## config.mk

```make
export PLATFORM = sky130hd
export DESIGN_NAME = part_reassembly_tracker
export DESIGN_NICKNAME = d
export VERILOG_FILES = /design/src/rtl/prt_pkg.sv /design/src/rtl/prt_alu.sv /design/src/rtl/prt_ctrl.sv /design/src/rtl/part_reassembly_tracker.sv
export SDC_FILE = /design/constraint.sdc
export NUM_CORES = 1
export LEC_CHECK = 0
export BUFFER_PORTS_ARGS = -buffer_cell sky130_fd_sc_hd__buf_2
export CAP_MARGIN = 20
export CORE_MARGIN = 2
export CORE_UTILIZATION = 60
export DETAILED_ROUTE_END_ITERATION = 8
export GPL_ROUTABILITY_DRIVEN = 0
export PLACE_DENSITY_LB_ADDON = 0.3
export SLEW_MARGIN = 20
export SYNTH_ARGS = -nofsm -noshare
export SYNTH_HDL_FRONTEND = slang
export SYNTH_SLANG_ARGS = --single-unit
```

## constraint.sdc

```tcl
create_clock -name clk -period 10.6 [get_ports clk]
set_input_delay 2.12 -clock clk [delete_from_list [all_inputs] [get_ports clk]]
set_output_delay 2.12 -clock clk [all_outputs]
set_load 0.01 [all_outputs]
```

## src/rtl/prt_pkg.sv

```systemverilog
package prt_pkg;

	// Field widths of the transaction payloads.
	localparam int CMD_W    = 2;
	localparam int TAG_W    = 20;
	localparam int PARTNO_W = 32;
	localparam int TOT_W    = 17;
	localparam int KIND_W   = 2;
	localparam int IDX_W    = 6;
	localparam int CNT_W    = 7;
	localparam int OFF_W    = 16;

	// Width of the shared adder: one bit above the message size for the sign.
	localparam int ALU_W = TOT_W + 1;

	// Command codes of an input transaction.
	localparam logic [CMD_W-1:0] CMD_INIT  = 2'd0;
	localparam logic [CMD_W-1:0] CMD_DATA  = 2'd1;
	localparam logic [CMD_W-1:0] CMD_QUERY = 2'd2;

	// Reply codes of a result transaction.
	localparam logic [KIND_W-1:0] KIND_INIT_OK  = 2'd0;
	localparam logic [KIND_W-1:0] KIND_ALL_RX   = 2'd1;
	localparam logic [KIND_W-1:0] KIND_RESEND   = 2'd2;
	localparam logic [KIND_W-1:0] KIND_ACCEPTED = 2'd3;

	typedef enum logic [2:0] {
		S_IDLE,
		S_DIV,
		S_INIT_REPLY,
		S_DATA,
		S_ALL,
		S_SCAN
	} state_t;

	typedef enum logic {
		ALU_ADD,
		ALU_SUB
	} alu_op_t;

	typedef struct packed {
		logic [CMD_W-1:0]    command;
		logic [TAG_W-1:0]    session_tag;
		logic [PARTNO_W-1:0] part_number;
		logic [TOT_W-1:0]    total_bytes;
	} item_t;

	typedef struct packed {
		logic [KIND_W-1:0] reply_kind;
		logic [IDX_W-1:0]  part_index;
		logic [CNT_W-1:0]  missing_count;
		logic [OFF_W-1:0]  write_offset;
		logic              complete;
		logic              last;
	} result_t;

	typedef struct packed {
		alu_op_t          op;
		logic [ALU_W-1:0] a;
		logic [ALU_W-1:0] b;
	} alu_req_t;

	typedef struct packed {
		logic [ALU_W-1:0] result;
		logic             neg;
		logic             zero;
	} alu_rsp_t;

endpackage

```

## src/rtl/prt_alu.sv

```systemverilog
module prt_alu (
	input  prt_pkg::alu_req_t req,
	output prt_pkg::alu_rsp_t rsp
);

	logic [prt_pkg::ALU_W-1:0] sum;

	// One adder serves both the size subtraction and the scan increment.
	always_comb begin
		unique case (req.op)
			prt_pkg::ALU_ADD: sum = req.a + req.b;
			prt_pkg::ALU_SUB: sum = req.a - req.b;
			default:          sum = req.a + req.b;
		endcase
	end

	// Operands stay below the top bit, so that bit is the sign of a difference.
	always_comb begin
		rsp.result = sum;
		rsp.neg    = sum[prt_pkg::ALU_W-1];
		rsp.zero   = (sum == '0);
	end

endmodule

```

## src/rtl/prt_ctrl.sv

```systemverilog
module prt_ctrl #(
	parameter int MAX_PARTS  = 64,
	parameter int PART_BYTES = 1024
) (
	input  logic                        clk,
	input  logic                        arst_n,
	input  logic                        in_valid,
	output logic                        in_ready,
	input  prt_pkg::item_t              item,
	input  logic [prt_pkg::TAG_W-1:0]   own_session_id,
	output logic                        res_valid,
	input  logic                        res_ready,
	output prt_pkg::result_t            res,
	output prt_pkg::alu_req_t           alu_req,
	input  prt_pkg::alu_rsp_t           alu_rsp
);

	localparam int IW = (MAX_PARTS > 1) ? $clog2(MAX_PARTS) : 1;

	prt_pkg::state_t state_q, state_d;

	logic                          initialized_q;
	logic                          all_done_q;
	logic [prt_pkg::CNT_W-1:0]     part_total_q;
	logic [prt_pkg::CNT_W-1:0]     missing_q;
	logic [MAX_PARTS-1:0]          map_q;
	logic [prt_pkg::TOT_W-1:0]     rem_q;
	logic [prt_pkg::CNT_W-1:0]     cnt_q;
	logic [prt_pkg::IDX_W-1:0]     idx_q;
	logic [prt_pkg::CNT_W-1:0]     remain_q;
	logic [prt_pkg::IDX_W-1:0]     p_q;
	logic [prt_pkg::OFF_W-1:0]     off_q;

	logic                          accept;
	logic                          res_take;
	logic                          tag_ok;
	logic                          part_in_range;
	logic                          part_new;
	logic [prt_pkg::IDX_W-1:0]     in_p;
	logic [prt_pkg::OFF_W-1:0]     in_off;
	logic                          div_done;
	logic                          cur_bit;

	// Decode of the incoming transaction while idle.
	assign accept        = in_valid && in_ready;
	assign res_take      = res_valid && res_ready;
	assign tag_ok        = (item.session_tag == own_session_id);
	assign in_p          = item.part_number[prt_pkg::IDX_W-1:0];
	assign part_in_range = (item.part_number[prt_pkg::PARTNO_W-1:prt_pkg::CNT_W] == '0)
		&& (item.part_number[prt_pkg::CNT_W-1:0] < part_total_q);
	assign part_new      = part_in_range && !map_q[in_p[IW-1:0]];
	assign in_off        = prt_pkg::OFF_W'(in_p) * prt_pkg::OFF_W'(PART_BYTES);

	// The division stops when the size is used up or the count saturates.
	assign div_done = (rem_q == '0) || (cnt_q == prt_pkg::CNT_W'(MAX_PARTS));
	assign cur_bit  = map_q[idx_q[IW-1:0]];

	// Next-state logic.
	always_comb begin
		state_d = state_q;
		unique case (state_q)
			prt_pkg::S_IDLE: begin
				if (accept) begin
					unique case (item.command)
						prt_pkg::CMD_INIT: begin
							if (tag_ok) begin
								state_d = initialized_q ? prt_pkg::S_INIT_REPLY : prt_pkg::S_DIV;
							end
						end
						prt_pkg::CMD_DATA: begin
							if (part_new) begin
								state_d = prt_pkg::S_DATA;
							end
						end
						prt_pkg::CMD_QUERY: begin
							if (tag_ok) begin
								state_d = (missing_q == '0) ? prt_pkg::S_ALL : prt_pkg::S_SCAN;
							end
						end
						default: state_d = prt_pkg::S_IDLE;
					endcase
				end
			end
			prt_pkg::S_DIV: begin
				if (div_done) begin
					state_d = prt_pkg::S_INIT_REPLY;
				end
			end
			prt_pkg::S_INIT_REPLY, prt_pkg::S_DATA, prt_pkg::S_ALL: begin
				if (res_take) begin
					state_d = prt_pkg::S_IDLE;
				end
			end
			prt_pkg::S_SCAN: begin
				if (res_take && res.last) begin
					state_d = prt_pkg::S_IDLE;
				end
			end
			default: state_d = prt_pkg::S_IDLE;
		endcase
	end

	// Output logic: handshake, result fields and the request to the shared adder.
	always_comb begin
		in_ready  = 1'b0;
		res_valid = 1'b0;
		res       = '0;
		alu_req.op = prt_pkg::ALU_ADD;
		alu_req.a  = prt_pkg::ALU_W'(idx_q);
		alu_req.b  = prt_pkg::ALU_W'(1);
		unique case (state_q)
			prt_pkg::S_IDLE: begin
				in_ready = 1'b1;
			end
			prt_pkg::S_DIV: begin
				alu_req.op = prt_pkg::ALU_SUB;
				alu_req.a  = prt_pkg::ALU_W'(rem_q);
				alu_req.b  = prt_pkg::ALU_W'(PART_BYTES);
			end
			prt_pkg::S_INIT_REPLY: begin
				res_valid      = 1'b1;
				res.reply_kind = prt_pkg::KIND_INIT_OK;
				res.complete   = all_done_q;
				res.last       = 1'b1;
			end
			prt_pkg::S_DATA: begin
				res_valid         = 1'b1;
				res.reply_kind    = prt_pkg::KIND_ACCEPTED;
				res.part_index    = p_q;
				res.missing_count = missing_q;
				res.write_offset  = off_q;
				res.complete      = all_done_q;
				res.last          = 1'b1;
			end
			prt_pkg::S_ALL: begin
				res_valid      = 1'b1;
				res.reply_kind = prt_pkg::KIND_ALL_RX;
				res.complete   = all_done_q;
				res.last       = 1'b1;
			end
			prt_pkg::S_SCAN: begin
				res_valid         = !cur_bit;
				res.reply_kind    = prt_pkg::KIND_RESEND;
				res.part_index    = idx_q;
				res.missing_count = missing_q;
				res.complete      = all_done_q;
				res.last          = (remain_q == prt_pkg::CNT_W'(1));
			end
			default: in_ready = 1'b0;
		endcase
	end

	// State register.
	always_ff @(posedge clk or negedge arst_n) begin
		if (!arst_n) begin
			state_q <= prt_pkg::S_IDLE;
		end else begin
			state_q <= state_d;
		end
	end

	// Session state, received map and the working registers of the sequencer.
	always_ff @(posedge clk or negedge arst_n) begin
		if (!arst_n) begin
			initialized_q <= 1'b0;
			all_done_q    <= 1'b0;
			part_total_q  <= '0;
			missing_q     <= '0;
			map_q         <= '0;
			rem_q         <= '0;
			cnt_q         <= '0;
			idx_q         <= '0;
			remain_q      <= '0;
			p_q           <= '0;
			off_q         <= '0;
		end else begin
			unique case (state_q)
				prt_pkg::S_IDLE: begin
					if (accept) begin
						unique case (item.command)
							prt_pkg::CMD_INIT: begin
								if (tag_ok && !initialized_q) begin
									rem_q <= item.total_bytes;
									cnt_q <= '0;
								end
							end
							prt_pkg::CMD_DATA: begin
								if (part_new) begin
									map_q[in_p[IW-1:0]] <= 1'b1;
									missing_q <= missing_q - prt_pkg::CNT_W'(1);
									if (missing_q == prt_pkg::CNT_W'(1)) begin
										all_done_q <= 1'b1;
									end
									p_q   <= in_p;
									off_q <= in_off;
								end
							end
							prt_pkg::CMD_QUERY: begin
								if (tag_ok) begin
									if (missing_q == '0) begin
										all_done_q <= 1'b1;
									end else begin
										idx_q    <= '0;
										remain_q <= missing_q;
									end
								end
							end
							default: begin
							end
						endcase
					end
				end
				prt_pkg::S_DIV: begin
					if (div_done) begin
						part_total_q  <= cnt_q;
						missing_q     <= cnt_q;
						map_q         <= '0;
						initialized_q <= 1'b1;
					end else begin
						// A remainder at or below one part closes the last partial part.
						rem_q <= (alu_rsp.neg || alu_rsp.zero) ? '0
							: alu_rsp.result[prt_pkg::TOT_W-1:0];
						cnt_q <= cnt_q + prt_pkg::CNT_W'(1);
					end
				end
				prt_pkg::S_SCAN: begin
					if (cur_bit) begin
						idx_q <= alu_rsp.result[prt_pkg::IDX_W-1:0];
					end else if (res_take) begin
						idx_q    <= alu_rsp.result[prt_pkg::IDX_W-1:0];
						remain_q <= remain_q - prt_pkg::CNT_W'(1);
					end
				end
				default: begin
				end
			endcase
		end
	end

`ifndef ASSERT_OFF
	a_scan_remain: assert property (@(posedge clk) disable iff (!arst_n)
		state_q == prt_pkg::S_SCAN |-> remain_q != '0 && remain_q <= missing_q)
		else $error("resend scan runs with no missing part left");

	a_missing_bound: assert property (@(posedge clk) disable iff (!arst_n)
		missing_q <= part_total_q)
		else $error("missing count exceeds part count");

	a_scan_end: assert property (@(posedge clk) disable iff (!arst_n)
		state_q == prt_pkg::S_SCAN && res_take && res.last |=> state_q == prt_pkg::S_IDLE)
		else $error("resend scan did not end after its last entry");

	a_div_once: assert property (@(posedge clk) disable iff (!arst_n)
		state_q == prt_pkg::S_DIV |-> !initialized_q && cnt_q <= prt_pkg::CNT_W'(MAX_PARTS))
		else $error("part count division out of order");
`endif

endmodule

```

## src/rtl/part_reassembly_tracker.sv

```systemverilog
// Receiver-side part tracker for a selective-repeat message transfer.
// Input channel (in_valid/in_ready) takes one command per transaction: an
// init request, a data part or a query for the received state. Results
// leave on out_valid/out_ready, one transaction per reply or resend entry,
// with last set on the final one of a command. The user writes
// own_session_id through cfg_we/cfg_wdata only while the block is idle;
// the block itself does not enforce this. A data part or a repeated init
// moves to a reply state whose result is taken into the output register
// before the next acceptance. A first init runs the shared adder once per
// part to form the part count, min(ceil(total_bytes / PART_BYTES),
// MAX_PARTS). A query with missing parts walks the received map one index
// per cycle with the same adder while the receiver keeps up. Commands that
// give no result (tag mismatch, duplicate or out-of-range part, unused
// code) leave the block idle. in_ready is low while a command is busy.
// Reset clears the received map, the session state and own_session_id.
// When the receiver stalls, the output register holds its result and the
// sequencer waits with the next one.
module part_reassembly_tracker #(
	parameter int MAX_PARTS  = 64,
	parameter int PART_BYTES = 1024
) (
	input  logic                          clk,
	input  logic                          arst_n,
	input  logic                          cfg_we,
	input  logic [prt_pkg::TAG_W-1:0]     cfg_wdata,
	input  logic                          in_valid,
	output logic                          in_ready,
	input  logic [prt_pkg::CMD_W-1:0]     command,
	input  logic [prt_pkg::TAG_W-1:0]     session_tag,
	input  logic [prt_pkg::PARTNO_W-1:0]  part_number,
	input  logic [prt_pkg::TOT_W-1:0]     total_bytes,
	output logic                          out_valid,
	input  logic                          out_ready,
	output logic [prt_pkg::KIND_W-1:0]    reply_kind,
	output logic [prt_pkg::IDX_W-1:0]     part_index,
	output logic [prt_pkg::CNT_W-1:0]     missing_count,
	output logic [prt_pkg::OFF_W-1:0]     write_offset,
	output logic                          complete,
	output logic                          last
);

	logic [prt_pkg::TAG_W-1:0] own_session_id_q;
	prt_pkg::item_t            item;
	prt_pkg::result_t          res;
	prt_pkg::result_t          out_res_q;
	logic                      res_valid;
	logic                      res_ready;
	logic                      out_valid_q;
	prt_pkg::alu_req_t         alu_req;
	prt_pkg::alu_rsp_t         alu_rsp;

	// Session tag register.
	always_ff @(posedge clk or negedge arst_n) begin
		if (!arst_n) begin
			own_session_id_q <= '0;
		end else if (cfg_we) begin
			own_session_id_q <= cfg_wdata;
		end
	end

	assign item.command     = command;
	assign item.session_tag = session_tag;
	assign item.part_number = part_number;
	assign item.total_bytes = total_bytes;

	prt_alu u_alu (
		.req (alu_req),
		.rsp (alu_rsp)
	);

	prt_ctrl #(
		.MAX_PARTS  (MAX_PARTS),
		.PART_BYTES (PART_BYTES)
	) u_ctrl (
		.clk            (clk),
		.arst_n         (arst_n),
		.in_valid       (in_valid),
		.in_ready       (in_ready),
		.item           (item),
		.own_session_id (own_session_id_q),
		.res_valid      (res_valid),
		.res_ready      (res_ready),
		.res            (res),
		.alu_req        (alu_req),
		.alu_rsp        (alu_rsp)
	);

	// Output register: takes a new result when empty or being drained.
	assign res_ready = !out_valid_q || out_ready;

	always_ff @(posedge clk or negedge arst_n) begin
		if (!arst_n) begin
			out_valid_q <= 1'b0;
		end else if (res_ready) begin
			out_valid_q <= res_valid;
		end
	end

	always_ff @(posedge clk) begin
		if (res_ready && res_valid) begin
			out_res_q <= res;
		end
	end

	assign out_valid     = out_valid_q;
	assign reply_kind    = out_res_q.reply_kind;
	assign part_index    = out_res_q.part_index;
	assign missing_count = out_res_q.missing_count;
	assign write_offset  = out_res_q.write_offset;
	assign complete      = out_res_q.complete;
	assign last          = out_res_q.last;

endmodule

```

* Word-level counts from Yosys, hierarchy flattened
Cells that the tools add are included.
** Word-level totals
- Logic and storage cells :: 159
- Register bits :: 170
- Input bits :: 96
- Output and inout bits :: 35
** Cells by class
- $lt $le $gt $ge :: 4
- Add/sub/neg operators :: 5
- Equal/unequal tests :: 33
- Mux-type cells :: 64
- Reductions and logical operators :: 32
- Bitwise logic cells :: 2
** Operators by type and width (count)
- 2-to-1 mux 64 bit :: 4
- case mux 64 bit (2 select lines) :: 1
- 2-to-1 mux 7 bit :: 14
- 2-to-1 mux 17 bit :: 5
- bitwise OR 64 bit :: 1
- case mux 7 bit (2 select lines) :: 3
- 2-to-1 mux 37 bit :: 1
- 2-to-1 mux 6 bit :: 6
- case mux 18 bit (2 select lines) :: 1
- case mux 17 bit (2 select lines) :: 1
- inequality test 2 x 1 -> 1 bit, second input constant :: 13
- case mux 13 bit (2 select lines) :: 1
- zero test 25 bit :: 1
- 2-to-1 mux 3 bit :: 7
- AND reduction 7 bit :: 3
- == test 20 bit :: 1
- adder 18 bit :: 1
- zero test 18 bit :: 1
- subtractor 18 bit :: 1
- zero test 17 bit :: 1
- == test 7 x 1 -> 1 bit, second input constant :: 2
- less-than comparator 6 x 7 -> 1 bit, second input constant :: 2
- subtractor 7 x 1 -> 7 bit, second input constant :: 2
- binary-select mux 1 bit (select 6 bit) :: 2
- other kinds (34) :: 65

* Logic depth before layout (Yosys ltp)
- Word-level depth :: 9
- Gate-level depth with buffers :: 16
- Depth with buffers taken out :: 12

* Hierarchy
Synthesis repeated with hierarchy kept, for this count alone.
** Second synthesis, totals
- Cell total of the unflattened synthesis :: 1116
- Area, all modules :: 10801.6 µm²
** By module, submodules not included
- prt_ctrl :: times used 1, area each 7758.7 µm², cells each 869
- part_reassembly_tracker :: times used 1, area each 1858.0 µm², cells each 79
- prt_alu :: times used 1, area each 1184.9 µm², cells each 168

* Worst setup path after synthesis
OpenSTA, ideal clock, no wires.
- Path kind :: input to register
- Start point :: input part_number[1] in the netlist's numbering
- End point :: register u_ctrl.p_q[0] in the netlist's numbering
- Arrival time :: 4.492 ns
- Data required time :: 10.475 ns
- Stages on the path :: 10
- Path slack :: 5.983 ns
- Path through :: buf_2 > buf_4 > buf_2 > mux4_2 > o21ai_0 > o2bb2ai_1 > or4_4 > nor2_4 > buf_6 > mux2_2
** Between the ends
- Cells in the longest elaborated chain, start to end :: 5
- Elaborated cells on any way between the ends :: 7
- Those cells by class :: order compare (1); mux (2); reduce/logical (4)
** RTL lines
- from (decl) :: line part_reassembly_tracker.sv:30 : input logic [prt_pkg::PARTNO_W-1:0] part_number,
- binary-select mux 1 bit (select 6 bit) :: line prt_ctrl.sv:51 : assign part_new = part_in_range && !map_q[in_p[IW-1:0]];
- 2-to-1 mux 1 bit (implied by the code) :: line prt_ctrl.sv:51
- zero test 1 bit :: line prt_ctrl.sv:51
- logical AND 1 bit * :: line prt_ctrl.sv:51
- AND reduction 4 bit (no source line) *
- to (signal assigned) :: line prt_ctrl.sv:194 : p_q <= in_p;
- to (decl) :: line prt_ctrl.sv:31 : logic [prt_pkg::IDX_W-1:0] p_q;
Mark *: on every way between the ends. The rest lies on a longest branch, timed or not. The select of a mux whose other input is x is not followed.
A chain may end at the register's enable or synchronous reset.

* Worst setup path after layout
- Start point :: input part_number[2] in the netlist's numbering
- End point :: register u_ctrl.missing_q[3] in the netlist's numbering
** Between the ends
- Cells in the longest elaborated chain, start to end :: 6
- Elaborated cells on any way between the ends :: 8
- Those cells by class :: order compare (1); eq/ne (1); mux (2); reduce/logical (4)
** RTL lines
- binary-select mux 1 bit (select 6 bit) :: line prt_ctrl.sv:51
- 2-to-1 mux 1 bit (implied by the code) :: line prt_ctrl.sv:51
- zero test 1 bit :: line prt_ctrl.sv:51
- logical AND 1 bit * :: line prt_ctrl.sv:51
- inequality test 2 x 1 -> 1 bit (no source line) *
- AND reduction 5 bit (no source line) *
- to (signal assigned) :: line prt_ctrl.sv:190 : missing_q <= missing_q - prt_pkg::CNT_W'(1);
- to (signal assigned) :: line prt_ctrl.sv:216 : missing_q <= cnt_q;
- to (decl) :: line prt_ctrl.sv:25 : logic [prt_pkg::CNT_W-1:0] missing_q;
Marked as above.

==> results.toml <==
[clocking]
ctsResizeCount = 0
numCtsBuffers = 17
clkTransAtPathRegs_ns = 0.07
holdBufCountCts = 0
clkLatencyLatePin_ns = 0.44
cts_buffer_depth = 2
cts_root_buf = "clkbuf_16"
cts_num_sinks = 170
h-tree-depth = 4
tritoncts = "built"
post-cts-setup-buffer-count = 0

[sta]
min_period_over_period_pct = 51.8
hold_viol = 0
setup_viol = 0
hold_ws_ns = 0.492
finalSetupTns_ns = 0
finClkSkew_ns = 0.00899
worstMarginPinSlew_ns = 1.03
relSlewSlack_pct = 31.4
fmax_mhz = 182
finalMaxSlewViolations = 0
rsz0062_at_grt = "no"
layout_min_cycle_time_ns = 5.49

[grt]
grtUsageTotal_pct = 30.5
antenna_found_initial = 0
grt_pass1_vias = 7758
grt_pass1_wl_mm = 39.9
grt_max_degree = 79
overflow = 0

[synth]
ys_async_sr_fraction_pct = 86.5
synth.yosys.seq_area_share_pct = 46.0
synth-edff-count = 23
yosys_warnings = 0
yosysUniqueCellTypes = 70
syn_area_um2 = 9510
ys_ff_latch = 170
synth_ff_type = "dfrtp_1"
syn_area_per_cell_um2 = 9.97
synthCells = 954

[critical_path]
critPathKind = "input port to register"
crit-reg2reg-launch = "u_ctrl.state_q[0]"
startpoint = "part_number[2]"
critPathArrivalTime_ns = 5.81
r2r_cells = 10
endpoint_kind = "register"
required_ns = 10.92
start_kind = "input port"
reg2reg_slack_ns = 6.66
path_max_fanout = 78
crit_end = "u_ctrl.missing_q[3]"
timing.rr.end = "u_ctrl.rem_q[16]"

[power_and_ir_drop]
switchingPower_w = 0.000785
finalPower_w = 0.00214
p_int_w = 0.00135
swShare_pct = 36.7
peakVddDrop_mv = 0.148
p_comb_share_pct = 29.2
seqPwrFrac_pct = 43.1
leakage_nw = 4.83
powerDensity_nw_per_um2 = 200
p_clk_share_pct = 27.7

[route]
first_pass_iters = 5
wirelength_mm = 24.6
vias = 8063
wl_per_cell_um = 19.3
first_iter_violations = 924
ant_nets = 0
remaining_drc_errors = 0
avgViaCountPerCell = 6.35

[layout]
final_common_cell = "dfrtp_1"
syn2layout_area_growth_pct = 12.5
drive_gt1_share_pct = 21.7
antenna_cells = 0
final_nets = 1156
fillers = 1229
stdcell_count = 1270
final_cell_mix = "dfrtp_1 (147), buf_2 (119), nor2_1 (118)"
post-route-util_pct = 68.1

[run_status]
outcome = "finished, final reports clean"

[floorplan]
fp.coreArea_um2 = 15700
die-area_um2 = 16900
die_w_um = 130
die_h_um = 130
ios = 131
num_rows = 46
start_util_pct = 60.5

[worst_hold_path]
hold_class = "register to register"
holdPathStages = 1

[placed_design]
numPlacedInstances = 1238
portBuffers = 120
hpwl_mm = 16.6

[flow_run]
drv_cap = 0
-- cell type report --
| cell class | instances | area, µm² | share of cell area, % |
|---|---|---|---|
| multi-input combinational | 695 | 4720 | 44.1 |
| sequential | 170 | 4370 | 40.8 |
| timing repair buffer | 131 | 689 | 6.44 |
| clock buffer | 17 | 425 | 3.98 |
| tap | 216 | 270 | 2.53 |
| clock inverter | 15 | 133 | 1.24 |
| inverter | 26 | 97.6 | 0.912 |
-- layer usage --
layer	GRT usage [%]	wire length, µm	vias up
li1	-	-	3684
met1	42.1	10500	3948
met2	48.0	11300	374
met3	6.64	1920	57
met4	11.1	757	0
met5	0	0	-
-- power groups by stage --
stage               Clock, W  Sequential (W)  Combinational [W]
floorplan                  0        0.000897           0.000434
global placement           0        0.000925           0.000604
detailed placement         0        0.000928           0.000617
CTS                 0.000599        0.000918           0.000622
global route        0.000624        0.000937           0.000698
finish              0.000592        0.000922           0.000625
-- worst max-delay path, cell delays in order --
cell and delay, ns:
buf_2 0.46, clkinv_1 0.41, mux4_2 0.44, nor3_1 0.04, or4_1 0.42, or4_4 0.58
nor2_4 0.12, buf_4 0.64, nor2_1 0.28, o22a_1 0.28
-- state kept, by name, summed over array words and instances (netlist names) --
register and flops:
complete 1, last 1, missing_count 7, out_valid 1, own_session_id_q 20, part_index 6
reply_kind 2, u_ctrl.all_done_q 1, u_ctrl.cnt_q 7, u_ctrl.idx_q 6, u_ctrl.initialized_q 1, u_ctrl.map_q 64
u_ctrl.missing_q 7, u_ctrl.p_q 6, u_ctrl.part_total_q 7, u_ctrl.rem_q 17, u_ctrl.remain_q 7, u_ctrl.state_q 3
write_offset 6
-- logic make-up (layout without fill, tap and decap cells) --
kind of cell | Yosys count | count (layout) | share of synthesized area, %
flops | 170 | 170 | 46.0
fa+ha+maj | 19 | 19 | 2.50
simple gates | 312 | 312 | 16.1
compound gates | 245 | 245 | 17.1
other cells | 1 | 10 | 0.0394
buf+inv | 98 | 189 | 5.00
xor+xnor | 27 | 27 | 2.49
mux | 82 | 82 | 10.8
-- metrics by stage --
step | instance area, µm² | setup slack (ns)
floorplan | 9540 | 5.98
global placement | 10100 | 4.77
detailed placement | 10100 | 4.72
CTS | 10700 | 5.17
global route | 10700 | 4.93
finish | 10700 | 5.11
-- worst min path at each step --
stage	from	end	slack (ns)
floorplan	u_ctrl.all_done_q	u_ctrl.all_done_q	0.44
global placement	u_ctrl.all_done_q	u_ctrl.all_done_q	0.47
detailed placement	u_ctrl.all_done_q	u_ctrl.all_done_q	0.48
CTS	u_ctrl.all_done_q	u_ctrl.all_done_q	0.50
global route	u_ctrl.all_done_q	u_ctrl.all_done_q	0.52
finish	u_ctrl.all_done_q	u_ctrl.all_done_q	0.49
-- Yosys cell counts (5+ instances only) --
| library cell | n | area, µm² |
|---|---|---|
| o21ai_0 | 45 | 225 |
| nand2b_1 | 8 | 50.1 |
| mux2i_1 | 33 | 330 |
| nand3_1 | 13 | 65.1 |
| o211ai_1 | 5 | 37.5 |
| nor2b_1 | 8 | 50.1 |
| a21o_1 | 10 | 75.1 |
| nand4_1 | 7 | 43.8 |
| xor2_1 | 25 | 219 |
| a21oi_1 | 27 | 135 |
| and3_1 | 14 | 87.6 |
| mux2_2 | 35 | 394 |
| buf_6 | 7 | 78.8 |
| nor3b_1 | 10 | 75.1 |
| nor4_1 | 16 | 100 |
| nor3_1 | 25 | 125 |
| or2_2 | 5 | 31.3 |
| a221o_1 | 10 | 100 |
| a31oi_1 | 73 | 457 |
| nor2_1 | 119 | 447 |
| mux4_2 | 13 | 293 |
| inv_1 | 25 | 93.8 |
| a211oi_1 | 5 | 37.5 |
| o22ai_1 | 6 | 37.5 |
| o31ai_1 | 5 | 37.5 |
| edfxtp_1 | 23 | 691 |
| or4_1 | 5 | 37.5 |
| or3_1 | 7 | 43.8 |
| dfrtp_1 | 147 | 3680 |
| nand2_1 | 53 | 199 |
| buf_1 | 11 | 41.3 |
| and2_1 | 14 | 87.6 |
| a22oi_1 | 13 | 97.6 |
| ha_1 | 19 | 238 |
| buf_2 | 11 | 55.1 |
| buf_4 | 11 | 82.6 |
| clkbuf_1 | 32 | 120 |
| o2bb2ai_1 | 7 | 61.3 |
| a21boi_0 | 6 | 45.0 |
Note: power is estimated with default switching activity, not from simulation.
